File: src/design/lzsd_pkg.sv
package lzsd_pkg;

    // History storage; the depth is a power of two so addresses wrap naturally.
    localparam int HIST_DEPTH   = 256;
    localparam int HIST_AW      = $clog2(HIST_DEPTH);
    localparam int FILL_W       = HIST_AW + 1;
    localparam int MAX_LEN_BITS = 4;
    localparam int MAX_RESULTS  = 46;
    localparam int RES_CNT_W    = $clog2(MAX_RESULTS + 1);

    // Longest token: flag, index and count.
    localparam int ACC_W        = 1 + HIST_AW + MAX_LEN_BITS;
    localparam int HELD_W       = $clog2(ACC_W + 1);
    localparam int NEED_W       = HELD_W + 1;
    localparam int LIT_TOKEN    = 9;

    localparam int QUEUE_DEPTH  = 4;
    localparam int QUEUE_AW     = $clog2(QUEUE_DEPTH);

    // Configuration register file.
    localparam int HB_W         = 4;
    localparam int LB_W         = 3;
    localparam int CFG_W        = 4;
    localparam int CFG_IDX_W    = 1;
    localparam logic [CFG_IDX_W-1:0] REG_HISTORY_BITS = 1'b0;
    localparam logic [CFG_IDX_W-1:0] REG_LENGTH_BITS  = 1'b1;
    localparam logic [HB_W-1:0] HB_RESET = 4'd8;
    localparam logic [LB_W-1:0] LB_RESET = 3'd4;

    // Result status codes.
    localparam logic [1:0] ST_LITERAL = 2'd0;
    localparam logic [1:0] ST_COPY    = 2'd1;
    localparam logic [1:0] ST_BEYOND  = 2'd2;
    localparam logic [1:0] ST_TRUNC   = 2'd3;

    typedef enum logic [1:0] {
        CMD_LIT,
        CMD_MATCH,
        CMD_TRUNC,
        CMD_FLUSH
    } cmd_kind_t;

    // One decoded token handed from the parser to the executor.
    typedef struct packed {
        cmd_kind_t                kind;
        logic [HIST_AW-1:0]       val;       // literal byte or match index
        logic [MAX_LEN_BITS-1:0]  cnt;
        logic                     item_last; // final command of its input byte
        logic                     eos;       // input byte closed the stream
    } cmd_t;

    typedef struct packed {
        logic [HB_W-1:0] hist_bits;
        logic [LB_W-1:0] len_bits;
    } cfg_t;

    function automatic logic [HB_W-1:0] clamp_hist_bits(input logic [HB_W-1:0] v);
        logic [HB_W-1:0] r;
        r = v;
        if (v == '0)
            r = HB_W'(1);
        else if (v > HB_W'(HIST_AW))
            r = HB_W'(HIST_AW);
        return r;
    endfunction

    function automatic logic [LB_W-1:0] clamp_len_bits(input logic [LB_W-1:0] v);
        logic [LB_W-1:0] r;
        r = v;
        if (v == '0)
            r = LB_W'(1);
        else if (v > LB_W'(MAX_LEN_BITS))
            r = LB_W'(MAX_LEN_BITS);
        return r;
    endfunction

endpackage

File: src/design/lzss_literal_history_decoder.sv
// Parsing: an input byte passes through the bit parser states F_BITS, F_TRUNC and F_FIN,
// one bit a cycle while the command queue has room; no new byte is taken until F_IDLE.
// Execution: a literal passes through B_EMIT and each copied byte through B_RD (history
// read) and B_COPY (result), so long matches are paced by the registered history read.
// Reset (rst_n low, asynchronous) clears parser, queue, counters, output and history fill,
// sets the config registers to their defaults and leaves the history memory as it is.
module lzss_literal_history_decoder (
    input  logic                          clk,
    input  logic                          rst_n,
    input  logic                          s_tvalid,
    output logic                          s_tready,
    input  logic [15:0]                   s_tdata,   // [7:0] in_byte, [11:8] valid_bits
    input  logic                          s_tlast,   // last_byte
    output logic                          m_tvalid,
    input  logic                          m_tready,
    output logic [7:0]                    m_tdata,   // [7:0] out_byte
    output logic [2:0]                    m_tuser,   // [1:0] status, [2] end_of_stream
    output logic                          m_tlast,   // last_of_item
    input  logic                          cfg_we,
    input  logic [lzsd_pkg::CFG_IDX_W-1:0] cfg_index,
    input  logic [lzsd_pkg::CFG_W-1:0]    cfg_wdata
);

    logic [lzsd_pkg::HB_W-1:0] history_bits_reg;
    logic [lzsd_pkg::LB_W-1:0] length_bits_reg;
    lzsd_pkg::cfg_t            cfg;

    logic           q_push;
    lzsd_pkg::cmd_t q_push_data;
    logic           q_full;
    logic           q_pop;
    lzsd_pkg::cmd_t q_pop_data;
    logic           q_empty;

    always_ff @(posedge clk or negedge rst_n)
    begin
        if (!rst_n)
        begin
            history_bits_reg <= lzsd_pkg::HB_RESET;
            length_bits_reg  <= lzsd_pkg::LB_RESET;
        end
        else if (cfg_we)
        begin
            case (cfg_index)
                lzsd_pkg::REG_HISTORY_BITS: history_bits_reg <= cfg_wdata[lzsd_pkg::HB_W-1:0];
                lzsd_pkg::REG_LENGTH_BITS:  length_bits_reg  <= cfg_wdata[lzsd_pkg::LB_W-1:0];
                default:                    history_bits_reg <= history_bits_reg;
            endcase
        end
    end

    assign cfg.hist_bits = lzsd_pkg::clamp_hist_bits(history_bits_reg);
    assign cfg.len_bits  = lzsd_pkg::clamp_len_bits(length_bits_reg);

    lzsd_front u_front (
        .clk      (clk),
        .rst_n    (rst_n),
        .s_tvalid (s_tvalid),
        .s_tready (s_tready),
        .s_tdata  (s_tdata),
        .s_tlast  (s_tlast),
        .cfg      (cfg),
        .q_full   (q_full),
        .q_push   (q_push),
        .q_data   (q_push_data)
    );

    lzsd_cmd_queue u_queue (
        .clk       (clk),
        .rst_n     (rst_n),
        .push      (q_push),
        .push_data (q_push_data),
        .full      (q_full),
        .pop       (q_pop),
        .pop_data  (q_pop_data),
        .empty     (q_empty)
    );

    lzsd_back u_back (
        .clk      (clk),
        .rst_n    (rst_n),
        .cfg      (cfg),
        .q_empty  (q_empty),
        .q_data   (q_pop_data),
        .q_pop    (q_pop),
        .m_tvalid (m_tvalid),
        .m_tready (m_tready),
        .m_tdata  (m_tdata),
        .m_tuser  (m_tuser),
        .m_tlast  (m_tlast)
    );

endmodule

File: src/design/lzsd_cmd_queue.sv
module lzsd_cmd_queue (
    input  logic          clk,
    input  logic          rst_n,
    input  logic          push,
    input  lzsd_pkg::cmd_t push_data,
    output logic          full,
    input  logic          pop,
    output lzsd_pkg::cmd_t pop_data,
    output logic          empty
);

    lzsd_pkg::cmd_t slot_reg [lzsd_pkg::QUEUE_DEPTH];
    logic [lzsd_pkg::QUEUE_AW-1:0] wr_ptr_reg;
    logic [lzsd_pkg::QUEUE_AW-1:0] rd_ptr_reg;
    logic [lzsd_pkg::QUEUE_AW:0]   count_reg;
    logic do_push;
    logic do_pop;

    assign full     = (count_reg == (lzsd_pkg::QUEUE_AW + 1)'(lzsd_pkg::QUEUE_DEPTH));
    assign empty    = (count_reg == '0);
    assign do_push  = push && !full;
    assign do_pop   = pop && !empty;
    assign pop_data = slot_reg[rd_ptr_reg];

    always_ff @(posedge clk or negedge rst_n)
    begin
        if (!rst_n)
        begin
            wr_ptr_reg <= '0;
            rd_ptr_reg <= '0;
            count_reg  <= '0;
        end
        else
        begin
            if (do_push)
                wr_ptr_reg <= wr_ptr_reg + 1'b1;
            if (do_pop)
                rd_ptr_reg <= rd_ptr_reg + 1'b1;
            if (do_push && !do_pop)
                count_reg <= count_reg + 1'b1;
            else if (do_pop && !do_push)
                count_reg <= count_reg - 1'b1;
        end
    end

    always_ff @(posedge clk)
    begin
        if (do_push)
            slot_reg[wr_ptr_reg] <= push_data;
    end

endmodule

File: src/design/lzsd_front.sv
module lzsd_front (
    input  logic           clk,
    input  logic           rst_n,
    input  logic           s_tvalid,
    output logic           s_tready,
    input  logic [15:0]    s_tdata,   // [7:0] in_byte, [11:8] valid_bits, [15:12] zero
    input  logic           s_tlast,
    input  lzsd_pkg::cfg_t cfg,
    input  logic           q_full,
    output logic           q_push,
    output lzsd_pkg::cmd_t q_data
);

    typedef enum logic [1:0] {
        F_IDLE,
        F_BITS,
        F_TRUNC,
        F_FIN
    } fstate_t;

    fstate_t                          state_reg;
    logic [7:0]                       byte_reg;
    logic [3:0]                       nbits_reg;
    logic [3:0]                       bit_idx_reg;
    logic                             last_reg;
    logic [lzsd_pkg::ACC_W-1:0]       acc_reg;
    logic [lzsd_pkg::HELD_W-1:0]      held_reg;
    logic                             pend_valid_reg;
    lzsd_pkg::cmd_t                   pend_reg;

    logic [3:0]                        nbits_in;
    logic                              bit_in;
    logic [lzsd_pkg::ACC_W-1:0]        acc_n;
    logic [lzsd_pkg::HELD_W-1:0]       held_n;
    logic                              flag;
    logic [lzsd_pkg::NEED_W-1:0]       need;
    logic                              done;
    logic [lzsd_pkg::MAX_LEN_BITS:0]   cnt_mask;
    logic [lzsd_pkg::MAX_LEN_BITS-1:0] cnt;
    logic [lzsd_pkg::ACC_W-1:0]        idx_sh;
    logic [lzsd_pkg::HIST_AW:0]        idx_mask;
    logic [lzsd_pkg::HIST_AW-1:0]      idx;
    logic                              has_cmd;
    logic                              bits_done;
    logic                              trunc_needed;
    logic                              bits_adv;
    logic                              trunc_adv;
    logic                              fin_adv;
    lzsd_pkg::cmd_t                    new_cmd;
    lzsd_pkg::cmd_t                    trunc_cmd;
    lzsd_pkg::cmd_t                    flush_cmd;

    assign s_tready = (state_reg == F_IDLE);
    assign nbits_in = (s_tdata[11:8] > 4'd8) ? 4'd8 : s_tdata[11:8];

    // Next bit of the byte, appended at the bottom of the token accumulator.
    assign bit_in = byte_reg[bit_idx_reg[2:0]];
    assign acc_n  = {acc_reg[lzsd_pkg::ACC_W-2:0], bit_in};
    assign held_n = held_reg + 1'b1;
    assign flag   = acc_n[held_n - 1'b1];
    assign need   = flag ? (lzsd_pkg::NEED_W'(1) + lzsd_pkg::NEED_W'(cfg.hist_bits)
                            + lzsd_pkg::NEED_W'(cfg.len_bits))
                         : lzsd_pkg::NEED_W'(lzsd_pkg::LIT_TOKEN);
    assign done   = (lzsd_pkg::NEED_W'(held_n) >= need);

    assign cnt_mask = (lzsd_pkg::MAX_LEN_BITS + 1)'(((lzsd_pkg::MAX_LEN_BITS + 1)'(1)
                      << cfg.len_bits) - 1'b1);
    assign cnt      = acc_n[lzsd_pkg::MAX_LEN_BITS-1:0] & cnt_mask[lzsd_pkg::MAX_LEN_BITS-1:0];
    assign idx_sh   = acc_n >> cfg.len_bits;
    assign idx_mask = (lzsd_pkg::HIST_AW + 1)'(((lzsd_pkg::HIST_AW + 1)'(1)
                      << cfg.hist_bits) - 1'b1);
    assign idx      = idx_sh[lzsd_pkg::HIST_AW-1:0] & idx_mask[lzsd_pkg::HIST_AW-1:0];

    // A match with a zero count produces nothing and is not queued.
    assign has_cmd      = !flag || (cnt != '0);
    assign bits_done    = (bit_idx_reg == nbits_reg);
    assign trunc_needed = last_reg && (held_reg != '0);

    always_comb
    begin
        new_cmd.kind      = flag ? lzsd_pkg::CMD_MATCH : lzsd_pkg::CMD_LIT;
        new_cmd.val       = flag ? idx : acc_n[lzsd_pkg::HIST_AW-1:0];
        new_cmd.cnt       = flag ? cnt : '0;
        new_cmd.item_last = 1'b0;
        new_cmd.eos       = last_reg;

        trunc_cmd.kind      = lzsd_pkg::CMD_TRUNC;
        trunc_cmd.val       = '0;
        trunc_cmd.cnt       = '0;
        trunc_cmd.item_last = 1'b0;
        trunc_cmd.eos       = 1'b1;

        flush_cmd.kind      = lzsd_pkg::CMD_FLUSH;
        flush_cmd.val       = '0;
        flush_cmd.cnt       = '0;
        flush_cmd.item_last = 1'b1;
        flush_cmd.eos       = 1'b1;
    end

    assign bits_adv  = !(done && has_cmd && pend_valid_reg && q_full);
    assign trunc_adv = !(trunc_needed && pend_valid_reg && q_full);
    assign fin_adv   = !((pend_valid_reg || last_reg) && q_full);

    // The newest token is held back until the next one or the end of the byte
    // shows whether it is the final command of this byte.
    always_comb
    begin
        q_push = 1'b0;
        q_data = pend_reg;
        unique case (state_reg)
            F_IDLE:
            begin
                q_push = 1'b0;
            end
            F_BITS:
            begin
                q_push = !bits_done && done && has_cmd && pend_valid_reg && !q_full;
            end
            F_TRUNC:
            begin
                q_push = trunc_needed && pend_valid_reg && !q_full;
            end
            F_FIN:
            begin
                if (pend_valid_reg)
                begin
                    q_push           = !q_full;
                    q_data.item_last = 1'b1;
                end
                else if (last_reg)
                begin
                    q_push = !q_full;
                    q_data = flush_cmd;
                end
            end
            default:
            begin
                q_push = 1'b0;
            end
        endcase
    end

    always_ff @(posedge clk or negedge rst_n)
    begin
        if (!rst_n)
        begin
            state_reg      <= F_IDLE;
            byte_reg       <= '0;
            nbits_reg      <= '0;
            bit_idx_reg    <= '0;
            last_reg       <= 1'b0;
            acc_reg        <= '0;
            held_reg       <= '0;
            pend_valid_reg <= 1'b0;
            pend_reg       <= '0;
        end
        else
        begin
            unique case (state_reg)
                F_IDLE:
                begin
                    if (s_tvalid)
                    begin
                        byte_reg    <= s_tdata[7:0];
                        nbits_reg   <= nbits_in;
                        last_reg    <= s_tlast;
                        bit_idx_reg <= '0;
                        state_reg   <= F_BITS;
                    end
                end
                F_BITS:
                begin
                    if (bits_done)
                        state_reg <= F_TRUNC;
                    else if (bits_adv)
                    begin
                        bit_idx_reg <= bit_idx_reg + 1'b1;
                        if (done)
                        begin
                            acc_reg  <= '0;
                            held_reg <= '0;
                            if (has_cmd)
                            begin
                                pend_reg       <= new_cmd;
                                pend_valid_reg <= 1'b1;
                            end
                        end
                        else
                        begin
                            acc_reg  <= acc_n;
                            held_reg <= held_n;
                        end
                    end
                end
                F_TRUNC:
                begin
                    if (trunc_adv)
                    begin
                        if (trunc_needed)
                        begin
                            pend_reg       <= trunc_cmd;
                            pend_valid_reg <= 1'b1;
                        end
                        if (last_reg)
                        begin
                            acc_reg  <= '0;
                            held_reg <= '0;
                        end
                        state_reg <= F_FIN;
                    end
                end
                F_FIN:
                begin
                    if (fin_adv)
                    begin
                        pend_valid_reg <= 1'b0;
                        state_reg      <= F_IDLE;
                    end
                end
                default:
                begin
                    state_reg <= F_IDLE;
                end
            endcase
        end
    end

endmodule

File: src/design/lzsd_back.sv
module lzsd_back (
    input  logic           clk,
    input  logic           rst_n,
    input  lzsd_pkg::cfg_t cfg,
    input  logic           q_empty,
    input  lzsd_pkg::cmd_t q_data,
    output logic           q_pop,
    output logic           m_tvalid,
    input  logic           m_tready,
    output logic [7:0]     m_tdata,   // [7:0] out_byte
    output logic [2:0]     m_tuser,   // [1:0] status, [2] end_of_stream
    output logic           m_tlast
);

    typedef enum logic [1:0] {
        B_IDLE,
        B_EMIT,
        B_RD,
        B_COPY
    } bstate_t;

    bstate_t                             state_reg;
    lzsd_pkg::cmd_t                      cmd_reg;
    logic [lzsd_pkg::MAX_LEN_BITS-1:0]   k_reg;
    logic [lzsd_pkg::RES_CNT_W-1:0]      count_reg;
    logic [lzsd_pkg::HIST_AW-1:0]        head_reg;
    logic [lzsd_pkg::FILL_W-1:0]         fill_reg;
    logic                                hit_reg;
    logic                                out_valid_reg;
    logic [7:0]                          out_byte_reg;
    logic [1:0]                          out_status_reg;
    logic                                out_last_reg;
    logic                                out_eos_reg;

    logic [7:0]                          hist_mem [lzsd_pkg::HIST_DEPTH];
    logic [7:0]                          rd_data_reg;

    logic [lzsd_pkg::FILL_W:0]           cap_wide;
    logic [lzsd_pkg::FILL_W:0]           cap;
    logic [lzsd_pkg::FILL_W:0]           fill_inc;
    logic                                lit_drop;
    logic [lzsd_pkg::FILL_W-1:0]         copy_pos;
    logic                                mem_we;
    logic [lzsd_pkg::HIST_AW-1:0]        mem_waddr;
    logic                                mem_re;
    logic [lzsd_pkg::HIST_AW-1:0]        mem_raddr;
    logic                                out_free;
    logic                                can_emit;
    logic                                final_res;
    logic                                emit;
    logic                                go;
    logic                                out_load;
    logic                                res_last;
    logic [7:0]                          res_byte;
    logic [1:0]                          res_status;

    assign cap_wide = (lzsd_pkg::FILL_W + 1)'(1) << cfg.hist_bits;
    assign cap      = (cap_wide > (lzsd_pkg::FILL_W + 1)'(lzsd_pkg::HIST_DEPTH))
                      ? (lzsd_pkg::FILL_W + 1)'(lzsd_pkg::HIST_DEPTH) : cap_wide;
    assign fill_inc = (lzsd_pkg::FILL_W + 1)'(fill_reg) + 1'b1;
    // Reaching capacity drops the oldest entry: the head moves, the fill stays.
    assign lit_drop = (fill_inc >= cap);

    assign copy_pos  = lzsd_pkg::FILL_W'(cmd_reg.val) + lzsd_pkg::FILL_W'(k_reg);
    assign q_pop     = (state_reg == B_IDLE) && !q_empty;
    assign mem_we    = q_pop && (q_data.kind == lzsd_pkg::CMD_LIT);
    assign mem_waddr = head_reg + fill_reg[lzsd_pkg::HIST_AW-1:0];
    assign mem_re    = (state_reg == B_RD);
    assign mem_raddr = head_reg + copy_pos[lzsd_pkg::HIST_AW-1:0];

    assign out_free  = !out_valid_reg || m_tready;
    assign can_emit  = (count_reg < lzsd_pkg::RES_CNT_W'(lzsd_pkg::MAX_RESULTS));
    assign final_res = (state_reg == B_EMIT) || (k_reg == cmd_reg.cnt - 1'b1);
    assign emit      = can_emit && !((state_reg == B_EMIT)
                       && (cmd_reg.kind == lzsd_pkg::CMD_FLUSH));
    assign go        = !emit || out_free;
    assign out_load  = ((state_reg == B_EMIT) || (state_reg == B_COPY)) && go && emit;
    // Once the per-byte result budget is used up, its last result closes the byte.
    assign res_last  = (cmd_reg.item_last && final_res)
                       || (count_reg == lzsd_pkg::RES_CNT_W'(lzsd_pkg::MAX_RESULTS - 1));

    always_comb
    begin
        res_byte   = '0;
        res_status = lzsd_pkg::ST_TRUNC;
        if (state_reg == B_COPY)
        begin
            res_byte   = hit_reg ? rd_data_reg : 8'd0;
            res_status = hit_reg ? lzsd_pkg::ST_COPY : lzsd_pkg::ST_BEYOND;
        end
        else if (cmd_reg.kind == lzsd_pkg::CMD_LIT)
        begin
            res_byte   = cmd_reg.val;
            res_status = lzsd_pkg::ST_LITERAL;
        end
    end

    assign m_tvalid = out_valid_reg;
    assign m_tdata  = out_byte_reg;
    assign m_tuser  = {out_eos_reg, out_status_reg};
    assign m_tlast  = out_last_reg;

    always_ff @(posedge clk)
    begin
        if (mem_we)
            hist_mem[mem_waddr] <= q_data.val;
        if (mem_re)
            rd_data_reg <= hist_mem[mem_raddr];
    end

    always_ff @(posedge clk or negedge rst_n)
    begin
        if (!rst_n)
        begin
            state_reg      <= B_IDLE;
            cmd_reg        <= '0;
            k_reg          <= '0;
            count_reg      <= '0;
            head_reg       <= '0;
            fill_reg       <= '0;
            hit_reg        <= 1'b0;
            out_valid_reg  <= 1'b0;
            out_byte_reg   <= '0;
            out_status_reg <= '0;
            out_last_reg   <= 1'b0;
            out_eos_reg    <= 1'b0;
        end
        else
        begin
            if (out_load)
            begin
                out_valid_reg  <= 1'b1;
                out_byte_reg   <= res_byte;
                out_status_reg <= res_status;
                out_last_reg   <= res_last;
                out_eos_reg    <= res_last && cmd_reg.eos;
            end
            else if (out_valid_reg && m_tready)
                out_valid_reg <= 1'b0;

            unique case (state_reg)
                B_IDLE:
                begin
                    if (!q_empty)
                    begin
                        cmd_reg <= q_data;
                        k_reg   <= '0;
                        if (q_data.kind == lzsd_pkg::CMD_LIT)
                        begin
                            if (lit_drop)
                                head_reg <= head_reg + 1'b1;
                            else
                                fill_reg <= fill_inc[lzsd_pkg::FILL_W-1:0];
                        end
                        state_reg <= (q_data.kind == lzsd_pkg::CMD_MATCH) ? B_RD : B_EMIT;
                    end
                end
                B_RD:
                begin
                    hit_reg   <= (copy_pos < fill_reg);
                    state_reg <= B_COPY;
                end
                B_EMIT, B_COPY:
                begin
                    if (go)
                    begin
                        k_reg <= k_reg + 1'b1;
                        if (final_res && cmd_reg.item_last)
                            count_reg <= '0;
                        else if (emit)
                            count_reg <= count_reg + 1'b1;
                        if (final_res)
                        begin
                            if (cmd_reg.item_last && cmd_reg.eos)
                            begin
                                head_reg <= '0;
                                fill_reg <= '0;
                            end
                            state_reg <= B_IDLE;
                        end
                        else
                        begin
                            state_reg <= B_RD;
                        end
                    end
                end
                default:
                begin
                    state_reg <= B_IDLE;
                end
            endcase
        end
    end

endmodule

File: config.mk
export PLATFORM = sky130hd
export DESIGN_NAME = lzss_literal_history_decoder
export DESIGN_NICKNAME = d
export VERILOG_FILES = /design/src/design/lzsd_pkg.sv /design/src/design/lzss_literal_history_decoder.sv /design/src/design/lzsd_cmd_queue.sv /design/src/design/lzsd_front.sv /design/src/design/lzsd_back.sv
export SDC_FILE = /design/constraint.sdc
export NUM_CORES = 2
export LEC_CHECK = 0
export BUFFER_PORTS_ARGS = -buffer_cell sky130_fd_sc_hd__buf_2
export CAP_MARGIN = 20
export CORE_ASPECT_RATIO = 1.2
export CORE_UTILIZATION = 57
export CTS_CLUSTER_DIAMETER = 100
export DETAILED_ROUTE_END_ITERATION = 6
export GPL_TIMING_DRIVEN = 0
export PLACE_DENSITY_LB_ADDON = 0.12
export SLEW_MARGIN = 20
export SYNTH_ARGS = -nofsm -noshare
export SYNTH_HDL_FRONTEND = slang
export SYNTH_HIERARCHICAL = 1
export SYNTH_SLANG_ARGS = --single-unit
File: constraint.sdc
create_clock -name clk -period 5 [get_ports clk]
set_input_delay 1 -clock clk [delete_from_list [all_inputs] [get_ports clk]]
set_output_delay 1 -clock clk [all_outputs]
set_load 0.01 [all_outputs]
==> metrics.md <==
| Metric | Value |
|---|---|
| Outcome | finished, violations left |
| Failing checks | negative setup slack |
| H-tree depth | 4 |
| Die H | 440 um |
| Clk Tree Root Cell | clkbuf_16 |
| Final-layout fill cell count | about 11000 |
| Initial Util | 57.5% |
| Clk_skew | 0.0353 ns |
| Final routed DRC violation total | 0 |
| Net count, final | 5045 |
| Vias in the first global route | 46500 |
| Sequential share of the synthesized area | 73.2% |
| Max FFs per register | 2048 |
| Worst-Margin Slew | 1.22 ns |
| Synthesized instance count | 4643 |
| Num CTS Buffers | 209 |
| Layout cell share with drive strength beyond 1 | 27.0% |
| Die width | approximately 370 um |
| Final setup violation count | 1 |
| HP Class | in -> async |
| RSZ-0062 raised after global routing | true |
| Worst setup SP type | register |
| Layout area overhead | 13.0% |
| CP endpoint kind | register |
| Ys Warns | 6 |
| Maxcap violations | 0 |
| Critical Path RT | 5.58 ns |
| Post-DRT Antenna Nets | 0 |
| Row count | 160 |
| Share of synthesized flip-flops with an asynchronous set or reset | ~5.5% |
| Buffers on Ports | 36 |
| Distinct cells, synth | 92 |
| Register area | 0.0668 mm^2 |
| Worst endpoint data arrival time | 5.62 ns |
| Synthesized flop and latch total | between 2000 and 2500 |
| Fmax achieved | 0.198 GHz |
| Detailed Routing Iterations Pass 1 | 6 |
| Ports | 41 |
| Die area | about 0.16 mm^2 |
| Clk sink count | 2244 |
| DRT Wirelength | 236000 um |
| Fin Hold WS | 0.0645 ns |
| Hpwl dp | 162000 um |
| Largest net degree at the start of global routing | 73 |
| CORE AREA | 0.159 mm^2 |
| Post-Syn Area | 0.0912 mm^2 |
| Initial antenna violation count | 5 |
| GR Util All Layers | 29.5% |
| Final Hold Fails | 0 |
| EDFF count, synth | 2120 |
| Crit-path max FO | 10 |
| GPL Wtd Cong | 0.927 |
| Commonest non-fill, non-tap cell in the layout | edfxtp_1 |
| Post-layout min period | 5.04 ns |
| CTS max path bufs | 3 |
| First-pass GRT wire length | 335000 um |
| Multi-input logic area | 0.0234 mm^2 |
| Latest clock arrival within the worst-skew pair | between 0.8 and 0.9 ns |
| Period utilization | 101% |
| Final Max Tran Viols | 0 |
| Drt wl/cell | between 30 and 40 um |
| Post-synth top flop | edfxtp_1 |
| Clock Pin Slew Worst Setup and Hold Paths | roughly 0.060 ns |
| Hold-fix buffers, CTS | 0 |
| Vias per cell | 6.47 |
| Avg Inst Size Synth | 19.6 um^2 |
| Via Count | 46800 |
| Mapped Nets | approximately 4700 |
| Worst Setup Slack, final | -0.0408 ns |
| Relative slew slack | 18.5% |
| Global route overflow | 0 |
| Final Util | between 60% and 70% |
| Critical path type | reg -> reg |
| Setup Slack @ Placement | -1.46 ns |
| DR iter-0 viols | between 5000 and 6000 |
| CTS tree | yes |
| Most frequent cells in the layout | edfxtp_1 (2120), mux4_2 (587), nand2_1 (377), nor2_1 (304), clkbuf_16 (212) |
[timing repair]
| item | in CTS | in global routing |
|---|---|---|
| resized for setup | 180 | 70 |
| endpoints found under the setup margin | 75 | 81 |
| pin swaps | 14 | 13 |
| setup buffers | 11 | 6 |
[cell type report]
class,instances,share of cell area [%]
clock buffer,245,5.30
multi-input combinational,2087,22.7
clock inverter,136,1.42
inverter,44,0.163
antenna,3,0.00728
tap,2106,2.56
sequential,2244,64.7
timing repair buffer,101,1.48
buffer,263,1.58
[per-layer routing]
metal	up-vias	share of wire [%]	global-route usage (%)
li1	19500	-	-
met1	24600	37	38.8
met2	2238	50	48.4
met3	484	8.4	5.18
met4	0	5.2	14.2
met5	-	0	0
[worst max-delay path: stages, from the launching register on]
cell	delay, ns
dfrtp_1	0.45
ha_1	0.24
fa_2	0.60
inv_1	0.08
fa_2	0.61
buf_6	0.21
buf_6	0.23
clkbuf_8	0.27
clkbuf_2	0.44
mux4_2	0.37
nand2_1	0.08
nand4_1	0.12
nand4_1	0.16
mux2i_1	0.28
mux2i_1	0.16
mux2i_1	0.46
[cell usage after synthesis, types with 20 or more instances]
| cell | n | area [um^2] |
|---|---|---|
| edfxtp_1 | 2120 | 63700 |
| mux4_2 | 594 | 13400 |
| nand2_1 | 377 | 1420 |
| nor2_1 | 305 | 1140 |
| nand4_1 | 169 | 1060 |
| clkbuf_1 | 139 | 522 |
| dfrtp_1 | 122 | 3050 |
| mux2i_1 | 109 | 1090 |
| buf_2 | 81 | 405 |
| ha_1 | 63 | 788 |
| inv_1 | 43 | 161 |
| a21oi_1 | 36 | 180 |
| xnor2_1 | 33 | 289 |
| o21ai_0 | 32 | 160 |
| mux2_2 | 26 | 293 |
| nor2_2 | 25 | 156 |
| nand2b_1 | 24 | 150 |
| buf_6 | 21 | 236 |
| xor2_1 | 20 | 175 |
[cell families (layout without fill, tap and decap cells)]
| group | count (synthesis) | in the layout | share of synthesized area [%] |
|---|---|---|---|
| adders and majority gates | 68 | 68 | 0.974 |
| xor gates and xnor gates | 60 | 60 | 0.704 |
| other | 0 | 3 | 0 |
| and+or+nand+nor | 1036 | 1036 | 5.47 |
| buffers and inverters | 312 | 789 | 1.62 |
| muxes | 750 | 750 | 16.6 |
| DFF | 2244 | 2244 | 73.2 |
| AOI/OAI and AO/OA | 173 | 173 | 1.43 |
[path summary, 6_finish.rpt]
kind / start / to / slack (ns) / cells past startpoint
max: u_back/k_reg[0] / u_back/rd_data_reg[7] / -0.04 / 15
max reg2reg: u_back/k_reg[0] / u_back/rd_data_reg[7] / -0.04 / 15
min in group clk: s_tdata[6] / u_front/byte_reg[6] / 0.39 / 2
min reg2reg: u_back/out_status_reg[0] / u_back/out_status_reg[0] / 0.47 / 2
max in group asynchronous: rst_n / length_bits_reg[2] / 4.18 / 2
min: rst_n / u_back/count_reg[4] / 0.06 / 1
[through the flow]
stage	cells	TNS (ns)	area (um^2)
floorplan	4643	0	91300
global route	7227	-0.0821	103000
detailed placement	6833	-46.67	95400
finish	7229	-0.0408	103000
CTS	7221	-0.0949	103000
global placement	6785	-2062.02	94100
Power is left out: the tool's default activity adds up to more than one toggle a clock period on the data nets, which glitch-free logic cannot reach.
